==> src/sv/lafe_pkg.sv <==
// ----------------------------------------------------------------------------
// lafe_pkg
// Types and constants shared by the addressable LED frame encoder.
// ----------------------------------------------------------------------------
package lafe_pkg;

    localparam int CMD_W   = 3;
    localparam int INDEX_W = 10;
    localparam int COLOR_W = 8;
    localparam int PIXEL_W = 3 * COLOR_W;
    localparam int TICKS_W = 7;
    localparam int CFG_IDX_W  = 2;
    localparam int CFG_DATA_W = 8;

    // command codes
    localparam logic [CMD_W-1:0] CMD_WRITE = 3'd0;
    localparam logic [CMD_W-1:0] CMD_READ  = 3'd1;
    localparam logic [CMD_W-1:0] CMD_SHOW  = 3'd2;
    localparam logic [CMD_W-1:0] CMD_TICK  = 3'd3;
    localparam logic [CMD_W-1:0] CMD_CLEAR = 3'd4;

    // register indexes
    localparam logic [CFG_IDX_W-1:0] REG_MAX_CHANNEL = 2'd0;
    localparam logic [CFG_IDX_W-1:0] REG_ONE_TICKS   = 2'd1;
    localparam logic [CFG_IDX_W-1:0] REG_ZERO_TICKS  = 2'd2;
    localparam logic [CFG_IDX_W-1:0] REG_LATCH_SLOTS = 2'd3;

    // register reset values
    localparam logic [7:0]         RST_MAX_CHANNEL = 8'd255;
    localparam logic [TICKS_W-1:0] RST_ONE_TICKS   = 7'd51;
    localparam logic [TICKS_W-1:0] RST_ZERO_TICKS  = 7'd26;
    localparam logic [7:0]         RST_LATCH_SLOTS = 8'd80;

    // rounding offset for the channel scale (v*max+127)/255
    localparam logic [15:0] SCALE_ROUND = 16'd127;

    // channel order on the wire: green, red, blue
    localparam logic [1:0] CH_GREEN = 2'd0;
    localparam logic [1:0] CH_RED   = 2'd1;
    localparam logic [1:0] CH_BLUE  = 2'd2;

    localparam logic [2:0] BIT_MSB = 3'd7;

    typedef enum logic [1:0] {
        PH_LEAD,
        PH_DATA,
        PH_TRAIL
    } t_phase;

    typedef enum logic [1:0] {
        ST_SWEEP,
        ST_IDLE,
        ST_READ,
        ST_FIN
    } t_state;

endpackage

==> src/sv/lafe_ram.sv <==
// ----------------------------------------------------------------------------
// lafe_ram
// Generic single-write, single-read RAM with registered read data.
// ----------------------------------------------------------------------------
module lafe_ram #(
    parameter int WIDTH  = 24,
    parameter int DEPTH  = 64,
    parameter int ADDR_W = (DEPTH > 1) ? $clog2(DEPTH) : 1
) (
    input  logic              i_clk,
    input  logic              i_we,
    input  logic [ADDR_W-1:0] i_waddr,
    input  logic [WIDTH-1:0]  i_wdata,
    input  logic              i_re,
    input  logic [ADDR_W-1:0] i_raddr,
    output logic [WIDTH-1:0]  o_rdata
);

    logic [WIDTH-1:0] r_mem [DEPTH];
    logic [WIDTH-1:0] r_rdata;

    always_ff @(posedge i_clk) begin
        if (i_we) begin
            r_mem[i_waddr] <= i_wdata;
        end
        if (i_re) begin
            r_rdata <= r_mem[i_raddr];
        end
    end

    assign o_rdata = r_rdata;

endmodule

==> src/sv/addressable_led_frame_encoder.sv <==
// ----------------------------------------------------------------------------
// addressable_led_frame_encoder
// RGB pixel store and PWM slot generator for a single-wire LED strip.
// ----------------------------------------------------------------------------
// One item is in work at a time; from its input transfer to its result it
// passes the store read, the registered channel multiply, and the
// finish step that updates state and loads the output register. A new item
// is taken only after the finish step, which waits while the result
// register still holds an untaken result. A clear command while no frame
// is being sent first sweeps the store to zero one entry a cycle. After
// reset the same sweep runs with s_axis_tready low; configuration writes
// are taken at any time.
module addressable_led_frame_encoder
    import lafe_pkg::*;
#(
    parameter int LED_COUNT = 64
) (
    input  logic                  i_clk,
    input  logic                  i_rst_n,
    // configuration
    input  logic                  i_cfg_we,
    input  logic [CFG_IDX_W-1:0]  i_cfg_index,
    input  logic [CFG_DATA_W-1:0] i_cfg_data,
    // input stream
    input  logic                  s_axis_tvalid,
    output logic                  s_axis_tready,
    input  logic [39:0]           s_axis_tdata,  // index, red, green, blue
    input  logic [CMD_W-1:0]      s_axis_tuser,  // command
    // output stream
    output logic                  m_axis_tvalid,
    input  logic                  m_axis_tready,
    // read_red, read_green, read_blue, slot_value, frame_done, busy_res, rejected
    output logic [39:0]           m_axis_tdata,
    output logic [1:0]            m_axis_tuser   // read_valid, slot_valid
);

    localparam int AW = (LED_COUNT > 1) ? $clog2(LED_COUNT) : 1;
    localparam logic [AW-1:0]      LAST_ADDR = AW'(LED_COUNT - 1);
    localparam logic [INDEX_W:0]   COUNT_EXT = (INDEX_W + 1)'(LED_COUNT);

    // configuration
    logic [7:0]         r_max_chan;
    logic [TICKS_W-1:0] r_one_ticks;
    logic [TICKS_W-1:0] r_zero_ticks;
    logic [7:0]         r_latch_slots;

    // control
    t_state r_state, n_state;
    logic   r_sweep_cmd, n_sweep_cmd;
    logic [AW-1:0] r_sweep_addr, n_sweep_addr;

    // frame state
    logic          r_sending, n_sending;
    logic          r_changed, n_changed;
    t_phase        r_phase, n_phase;
    logic [7:0]    r_latch_cnt, n_latch_cnt;
    logic [AW-1:0] r_pix_ptr, n_pix_ptr;
    logic [1:0]    r_chan_ptr, n_chan_ptr;
    logic [2:0]    r_bit_ptr, n_bit_ptr;

    // item in work
    logic [CMD_W-1:0]   r_cmd;
    logic [INDEX_W-1:0] r_idx;
    logic [COLOR_W-1:0] r_red, r_grn, r_blu;
    logic [15:0]        r_prod, n_prod;

    // result register
    logic               r_out_valid, n_out_valid;
    logic               r_rd_valid, n_rd_valid;
    logic [PIXEL_W-1:0] r_rd_pix, n_rd_pix;
    logic               r_slot_valid, n_slot_valid;
    logic [TICKS_W-1:0] r_slot_value, n_slot_value;
    logic               r_done, n_done;
    logic               r_busy, n_busy;
    logic               r_rej, n_rej;

    // store port
    logic               mem_we, mem_re;
    logic [AW-1:0]      mem_waddr, mem_raddr;
    logic [PIXEL_W-1:0] mem_wdata, mem_rdata;

    logic               in_xfer;
    logic               out_free;
    logic               idx_in_range;
    logic [PIXEL_W-1:0] item_pix;
    logic [COLOR_W-1:0] chan_byte;
    logic [16:0]        quo_sum;
    logic [7:0]         scaled;
    logic [8:0]         trail_next;
    t_phase             eff_phase;
    logic [7:0]         eff_cnt;
    logic               tick_done;

    assign in_xfer      = s_axis_tvalid && s_axis_tready;
    assign out_free     = !r_out_valid || m_axis_tready;
    assign idx_in_range = ({1'b0, r_idx} < COUNT_EXT);
    assign item_pix     = {r_red, r_grn, r_blu};
    assign s_axis_tready = (r_state == ST_IDLE);

    lafe_ram #(
        .WIDTH (PIXEL_W),
        .DEPTH (LED_COUNT),
        .ADDR_W(AW)
    ) u_store (
        .i_clk  (i_clk),
        .i_we   (mem_we),
        .i_waddr(mem_waddr),
        .i_wdata(mem_wdata),
        .i_re   (mem_re),
        .i_raddr(mem_raddr),
        .o_rdata(mem_rdata)
    );

    always_ff @(posedge i_clk) begin
        if (!i_rst_n) begin
            r_max_chan    <= RST_MAX_CHANNEL;
            r_one_ticks   <= RST_ONE_TICKS;
            r_zero_ticks  <= RST_ZERO_TICKS;
            r_latch_slots <= RST_LATCH_SLOTS;
        end else if (i_cfg_we) begin
            case (i_cfg_index)
                REG_MAX_CHANNEL: r_max_chan    <= i_cfg_data;
                REG_ONE_TICKS:   r_one_ticks   <= i_cfg_data[TICKS_W-1:0];
                REG_ZERO_TICKS:  r_zero_ticks  <= i_cfg_data[TICKS_W-1:0];
                REG_LATCH_SLOTS: r_latch_slots <= i_cfg_data;
                default: ;
            endcase
        end
    end

    always_ff @(posedge i_clk) begin
        if (!i_rst_n) begin
            r_state      <= ST_SWEEP;
            r_sweep_cmd  <= 1'b0;
            r_sweep_addr <= '0;
            r_sending    <= 1'b0;
            r_changed    <= 1'b1;
            r_phase      <= PH_LEAD;
            r_latch_cnt  <= '0;
            r_pix_ptr    <= '0;
            r_chan_ptr   <= CH_GREEN;
            r_bit_ptr    <= BIT_MSB;
            r_out_valid  <= 1'b0;
        end else begin
            r_state      <= n_state;
            r_sweep_cmd  <= n_sweep_cmd;
            r_sweep_addr <= n_sweep_addr;
            r_sending    <= n_sending;
            r_changed    <= n_changed;
            r_phase      <= n_phase;
            r_latch_cnt  <= n_latch_cnt;
            r_pix_ptr    <= n_pix_ptr;
            r_chan_ptr   <= n_chan_ptr;
            r_bit_ptr    <= n_bit_ptr;
            r_out_valid  <= n_out_valid;
        end
    end

    always_ff @(posedge i_clk) begin
        if (in_xfer) begin
            r_cmd <= s_axis_tuser;
            r_idx <= s_axis_tdata[9:0];
            r_red <= s_axis_tdata[17:10];
            r_grn <= s_axis_tdata[25:18];
            r_blu <= s_axis_tdata[33:26];
        end
        r_prod       <= n_prod;
        r_rd_valid   <= n_rd_valid;
        r_rd_pix     <= n_rd_pix;
        r_slot_valid <= n_slot_valid;
        r_slot_value <= n_slot_value;
        r_done       <= n_done;
        r_busy       <= n_busy;
        r_rej        <= n_rej;
    end

    // channel pick and scale datapath
    always_comb begin
        case (r_chan_ptr)
            CH_GREEN: chan_byte = mem_rdata[15:8];
            CH_RED:   chan_byte = mem_rdata[23:16];
            default:  chan_byte = mem_rdata[7:0];
        endcase
        // x/255 == (x + (x>>8) + 1) >> 8 for x below 65535
        quo_sum = {1'b0, r_prod} + {9'd0, r_prod[15:8]} + 17'd1;
        scaled  = quo_sum[15:8];
    end

    always_comb begin
        n_state      = r_state;
        n_sweep_cmd  = r_sweep_cmd;
        n_sweep_addr = r_sweep_addr;
        n_sending    = r_sending;
        n_changed    = r_changed;
        n_phase      = r_phase;
        n_latch_cnt  = r_latch_cnt;
        n_pix_ptr    = r_pix_ptr;
        n_chan_ptr   = r_chan_ptr;
        n_bit_ptr    = r_bit_ptr;
        n_prod       = r_prod;
        n_out_valid  = r_out_valid && !m_axis_tready;
        n_rd_valid   = r_rd_valid;
        n_rd_pix     = r_rd_pix;
        n_slot_valid = r_slot_valid;
        n_slot_value = r_slot_value;
        n_done       = r_done;
        n_busy       = r_busy;
        n_rej        = r_rej;

        mem_we    = 1'b0;
        mem_waddr = r_sweep_addr;
        mem_wdata = '0;
        mem_re    = 1'b0;
        mem_raddr = (s_axis_tuser == CMD_TICK) ? r_pix_ptr : s_axis_tdata[AW-1:0];

        eff_phase  = r_phase;
        eff_cnt    = r_latch_cnt;
        trail_next = {1'b0, r_latch_cnt} + 9'd1;
        tick_done  = 1'b0;

        case (r_state)
            ST_SWEEP: begin
                mem_we       = 1'b1;
                n_sweep_addr = r_sweep_addr + AW'(1);
                if (r_sweep_addr == LAST_ADDR) begin
                    n_sweep_addr = '0;
                    n_sweep_cmd  = 1'b0;
                    n_state      = r_sweep_cmd ? ST_READ : ST_IDLE;
                end
            end
            ST_IDLE: begin
                if (in_xfer) begin
                    mem_re = 1'b1;
                    if (s_axis_tuser == CMD_CLEAR && !r_sending) begin
                        n_sweep_cmd = 1'b1;
                        n_state     = ST_SWEEP;
                    end else begin
                        n_state = ST_READ;
                    end
                end
            end
            ST_READ: begin
                n_prod  = ({8'd0, chan_byte} * {8'd0, r_max_chan}) + SCALE_ROUND;
                n_state = ST_FIN;
            end
            ST_FIN: begin
                if (out_free) begin
                    n_out_valid  = 1'b1;
                    n_rd_valid   = 1'b0;
                    n_rd_pix     = '0;
                    n_slot_valid = 1'b0;
                    n_slot_value = '0;
                    n_done       = 1'b0;
                    n_rej        = 1'b0;
                    n_state      = ST_IDLE;
                    case (r_cmd)
                        CMD_WRITE: begin
                            if (r_sending) begin
                                n_rej = 1'b1;
                            end else if (idx_in_range && mem_rdata != item_pix) begin
                                mem_we    = 1'b1;
                                mem_waddr = r_idx[AW-1:0];
                                mem_wdata = item_pix;
                                n_changed = 1'b1;
                            end
                        end
                        CMD_READ: begin
                            if (idx_in_range) begin
                                n_rd_valid = 1'b1;
                                n_rd_pix   = mem_rdata;
                            end
                        end
                        CMD_SHOW: begin
                            if (!r_sending && r_changed) begin
                                n_sending   = 1'b1;
                                n_changed   = 1'b0;
                                n_phase     = PH_LEAD;
                                n_latch_cnt = '0;
                                n_pix_ptr   = '0;
                                n_chan_ptr  = CH_GREEN;
                                n_bit_ptr   = BIT_MSB;
                            end
                        end
                        CMD_TICK: begin
                            if (r_sending) begin
                                n_slot_valid = 1'b1;
                                // leading latch already complete: move to data now
                                if (r_phase == PH_LEAD && r_latch_cnt >= r_latch_slots) begin
                                    eff_phase = PH_DATA;
                                    eff_cnt   = '0;
                                end
                                n_phase     = eff_phase;
                                n_latch_cnt = eff_cnt;
                                case (eff_phase)
                                    PH_LEAD: begin
                                        n_latch_cnt = eff_cnt + 8'd1;
                                    end
                                    PH_DATA: begin
                                        n_slot_value = scaled[r_bit_ptr] ? r_one_ticks
                                                                         : r_zero_ticks;
                                        if (r_bit_ptr != 3'd0) begin
                                            n_bit_ptr = r_bit_ptr - 3'd1;
                                        end else begin
                                            n_bit_ptr = BIT_MSB;
                                            if (r_chan_ptr != CH_BLUE) begin
                                                n_chan_ptr = r_chan_ptr + 2'd1;
                                            end else begin
                                                n_chan_ptr = CH_GREEN;
                                                n_pix_ptr  = r_pix_ptr + AW'(1);
                                                if (r_pix_ptr == LAST_ADDR) begin
                                                    n_pix_ptr   = '0;
                                                    n_phase     = PH_TRAIL;
                                                    n_latch_cnt = '0;
                                                    tick_done   = (r_latch_slots == 8'd0);
                                                end
                                            end
                                        end
                                    end
                                    default: begin
                                        if (trail_next >= {1'b0, r_latch_slots}) begin
                                            tick_done = 1'b1;
                                        end else begin
                                            n_latch_cnt = trail_next[7:0];
                                        end
                                    end
                                endcase
                                if (tick_done) begin
                                    n_done      = 1'b1;
                                    n_sending   = 1'b0;
                                    n_phase     = PH_LEAD;
                                    n_latch_cnt = '0;
                                    n_pix_ptr   = '0;
                                    n_chan_ptr  = CH_GREEN;
                                    n_bit_ptr   = BIT_MSB;
                                end
                            end
                        end
                        CMD_CLEAR: begin
                            // store already swept when not sending
                            if (r_sending) begin
                                n_rej = 1'b1;
                            end else begin
                                n_changed = 1'b1;
                            end
                        end
                        default: ;
                    endcase
                    n_busy = n_sending;
                end
            end
            default: n_state = ST_IDLE;
        endcase
    end

    assign m_axis_tvalid = r_out_valid;
    assign m_axis_tuser  = {r_slot_valid, r_rd_valid};
    assign m_axis_tdata  = {6'd0, r_rej, r_busy, r_done, r_slot_value,
                            r_rd_pix[7:0], r_rd_pix[15:8], r_rd_pix[23:16]};

    a_done_ends_frame: assert property (@(posedge i_clk) disable iff (!i_rst_n)
        (m_axis_tvalid && m_axis_tdata[31]) |-> !m_axis_tdata[32])
        else $error("frame_done reported while still busy");

    a_reject_no_payload: assert property (@(posedge i_clk) disable iff (!i_rst_n)
        (m_axis_tvalid && m_axis_tdata[33]) |-> (m_axis_tuser == 2'b00))
        else $error("rejected item carries read or slot data");

    a_sweep_blocks_input: assert property (@(posedge i_clk) disable iff (!i_rst_n)
        (r_state == ST_SWEEP) |-> !s_axis_tready)
        else $error("input taken during store sweep");

    a_ptr_in_range: assert property (@(posedge i_clk) disable iff (!i_rst_n)
        r_pix_ptr <= LAST_ADDR)
        else $error("pixel pointer beyond strip");

    a_accept_starts_work: assert property (@(posedge i_clk) disable iff (!i_rst_n)
        in_xfer |=> (r_state == ST_READ || r_state == ST_SWEEP))
        else $error("accepted item not started");

    a_idle_when_not_sending: assert property (@(posedge i_clk) disable iff (!i_rst_n)
        !r_sending |-> (r_phase == PH_LEAD && r_latch_cnt == 8'd0))
        else $error("frame state left over while idle");

endmodule
==> config.mk <==
export PLATFORM = sky130hd
export DESIGN_NAME = addressable_led_frame_encoder
export DESIGN_NICKNAME = d
export VERILOG_FILES = /design/src/sv/lafe_pkg.sv /design/src/sv/lafe_ram.sv /design/src/sv/addressable_led_frame_encoder.sv
export SDC_FILE = /design/constraint.sdc
export NUM_CORES = 2
export LEC_CHECK = 0
export BUFFER_PORTS_ARGS = -buffer_cell sky130_fd_sc_hd__buf_2
export CAP_MARGIN = 20
export CORE_MARGIN = 5
export CORE_UTILIZATION = 50
export CTS_CLUSTER_DIAMETER = 100
export DETAILED_ROUTE_END_ITERATION = 8
export PLACE_DENSITY_LB_ADDON = 0.15
export SYNTH_ARGS = -nofsm -noshare
export SYNTH_HDL_FRONTEND = slang
export SYNTH_SLANG_ARGS = --single-unit
export TNS_END_PERCENT = 20
==> constraint.sdc <==
create_clock -name i_clk -period 4.9 [get_ports i_clk]
set_clock_uncertainty 0.05 [all_clocks]
set_input_delay 0.735 -clock i_clk [delete_from_list [all_inputs] [get_ports i_clk]]
set_output_delay 0.735 -clock i_clk [all_outputs]
set_load 0.01 [all_outputs]
==> impl_metrics.ini <==
[power_and_ir_drop]
design_power_total_mw = 34.52
leakagePower_nw = 30.27
power_density_nw_per_um2 = 415.4
vdd_drop_max_mv = 0.4806

[route]
dr_total_vias = 48464
drt_drc_violations_left = 0
drtIter0Drc = 5188
wirelength_mm = 209.1
ant_nets = 0
route.detailed.wl_per_inst_um = 25.91
drt_first_pass_iters = 5
viasPerCell = 6.005

[finish]
post-route-util_pct = 57.99
fin_cells = 8070
nets = 6197
area_growth_syn_to_layout_pct = 15.55
drive_gt1_share_pct = 14.70

[floorplanning]
die_x_um = 389.3
io_pins = 102
start_util_pct = 50.19
placementRows = 139
fp.dieArea_um2 = 151500
dieHeight_um = 389.3
core_area_um2 = 143300

[synthesis]
ys_dominant_reg_cell = edfxtp_1
synth_most_common_cell = nand2_1
synthDistinctLibCells = 89
ys_warn_count = 0
syn_avg_cell_area_um2 = 12.60
synth_top_cell_by_area = edfxtp_1
syn_inst = 5709
synth_top_area_share_pct = 68.85
synth_commonest_cells = nand2_1 (1684), edfxtp_1 (1649), nand3_1 (345)
synthTopCellsByArea = edfxtp_1 (69%), nand2_1 (8.8%), a311oi_1 (3.8%)
synthesis.area_um2 = 71920
synth-edff-count = 1649
synth_seq_area_share_pct = 70.60
synth-seq-cells = 1712
async_reset_ff_share_pct = 0

[clock_tree]
cts_tree = yes
clk_root_buffer_cell = clkbuf_16
clock_sinks = 1712
clk_pin_slew_ns = 0.06
clkLatencyLatePin_ns = 0.82
htree_levels = 4
clk_path_buf_depth = 3
cts_buffers = 177

[sta]
setup_viol = 0
period_share_pct = 99.00
fmax_ghz = 0.2061
drv_slew = 0
holdWs_ns = 0.06062
grt_setup_unrepaired = yes
tightestPinTransition_ns = 1.109
fin_ws_ns = 0.04906
min_period_ns = 4.851
relSlewSlack_pct = 25.09
hold_viol = 0

[place]
dp_slack_ns = -0.4235
hpwl_mm = 124.3
place_inst = 7728
port_buffers = 89
gp_congestion = 0.8522

[setup_path]
worst_setup_path_start_kind = flop
r2r-end = r_prod[14]
endpoint_kind = flop
worstPathRequired_ns = 5.40
reg2reg_from = r_chan_ptr[0]
crit_type = reg2reg
worstPathMaxFanout = 6
r2r_cells = 19
crit_arrival_ns = 5.35
r2r_slack_ns = 0.05

[global_routing]
grt_usage_pct = 27.11
antenna_found_initial = 10
grt_pass1_wl_mm = 307.1
overflow = 0
grt_pass1_vias = 46260
grt_max_degree = 102

[min_path]
min-delay-start = s_axis_tdata[18]
min_to = r_grn[0]
min_path_type = in2reg
hold_depth = 1

[outcome]
outcome = completed

[flow_run]
drv_cap = 0
-- flip-flops by register name (all words and copies together) (netlist names), 8 cells and up --
register         count
r_blu                8
r_grn                8
r_idx               10
r_latch_cnt          8
r_latch_slots        8
r_max_chan           8
r_prod              16
r_rd_pix            24
r_red                8
u_store.o_rdata     24
u_store.r_mem     1536
-- critical path: stages (launching register included) --
cell and delay (ns):
dfxtp_4 0.40, buf_6 0.15, mux2i_2 0.15, o21ai_2 0.23, buf_4 0.15, nand2_2 0.04, fa_1 0.48, inv_1 0.05
fa_1 0.47, fa_1 0.51, inv_1 0.05, fa_1 0.51, inv_2 0.05, ha_4 0.21, a21boi_4 0.14, o21ai_2 0.19
a21oi_2 0.09, a41o_1 0.25, o41ai_2 0.31, xnor2_1 0.12
-- through the flow --
stage          area (um^2)  setup TNS (ns)
3_5_place_dp         77080          -1.380
6_report             83100               0
3_3_place_gp         77080          -1.405
4_1_cts              82870               0
5_1_grt              83100         -0.2543
2_1_floorplan        71960               0
-- area by class of cell --
cell class	instances	area, um^2
multi-input cells	3527	19700
well taps	1903	2381
clock buffers	220	4727
flip-flops and latches	1712	50780
fillers	11524	60200
clock inverters	94	823.3
repair buffers	514	4314
diodes	2	5.005
inverters	98	367.9
-- timing repair --
item | in CTS | in global routing
buffers inserted | 2 | 4
endpoints found under the setup margin | 7 | 3
gates resized for setup | 9 | 43
hold endpoints to repair | 20 | 0
hold buffers | 20 | 0
pin swaps | 2 | 32
-- logic make-up after synthesis --
| family | after synthesis | share of synthesized area [%] |
|---|---|---|
| AND/OR/NAND/NOR | 2658 | 16.34 |
| AO/OA/AOI/OAI | 688 | 7.124 |
| multiplexers | 20 | 0.2801 |
| other | 1 | 0.005214 |
| flip-flops | 1712 | 70.60 |
| buffers and inverters | 475 | 2.754 |
| XOR/XNOR | 46 | 0.5602 |
| adder cells (fa/ha/maj) | 109 | 2.335 |
-- layout by cell type, fill, tap and decap left out, types with 24 or more instances in the layout --
| cell type | Yosys | routed |
|---|---|---|
| a311oi_1 | 311 | 311 |
| and2_1 | 78 | 52 |
| clkbuf_1 | 223 | 35 |
| nor2_1 | 119 | 54 |
| o22ai_1 | 24 | 24 |
| clkbuf_16 | 0 | 182 |
| xnor2_1 | 40 | 40 |
| and3_1 | 272 | 271 |
| or3_1 | 27 | 27 |
| fa_1 | 42 | 40 |
| inv_1 | 98 | 95 |
| clkinv_2 | 0 | 27 |
| dfxtp_1 | 63 | 61 |
| a21oi_1 | 43 | 40 |
| and2_2 | 0 | 26 |
| o21ai_0 | 126 | 123 |
| nor2_2 | 0 | 64 |
| buf_2 | 110 | 89 |
| nand3_1 | 345 | 345 |
| buf_4 | 12 | 352 |
| edfxtp_1 | 1649 | 1649 |
| nand2_1 | 1684 | 1679 |
| clkinv_1 | 0 | 39 |
| a31oi_1 | 69 | 67 |
| ha_1 | 67 | 61 |
| buf_12 | 0 | 49 |
| nand4_1 | 35 | 35 |
-- layer usage --
layer / part of all wire [%] / GRT usage, % / routed length, um / vias to the layer above
met3: 9.5 / 5.952 / 19790 / 366
met4: 3.5 / 8.926 / 7222 / 4
li1: - / - / - / 21575
met5: 0.013 / 0 / 27 / -
met1: 42 / 38.76 / 87040 / 24325
met2: 45 / 41.69 / 94990 / 2194
-- power breakdown --
group          leakage, nW  total (mW)  internal, mW  switching [mW]
Clock                 2.71        13.0          7.45            5.57
Sequential            17.9        16.6          16.4           0.149
Combinational         9.66        4.93          2.01            2.92
-- worst max path at each step --
stage	startpoint	end	depth (start not counted)
floorplan	r_chan_ptr[1]	r_prod[14]	19
global placement	r_chan_ptr[0]	r_prod[14]	19
detailed placement	r_chan_ptr[0]	r_prod[14]	19
CTS	r_chan_ptr[0]	r_prod[15]	19
global route	r_chan_ptr[0]	r_prod[15]	18
finish	r_chan_ptr[0]	r_prod[14]	19
(Power assumes the default switching activity.)
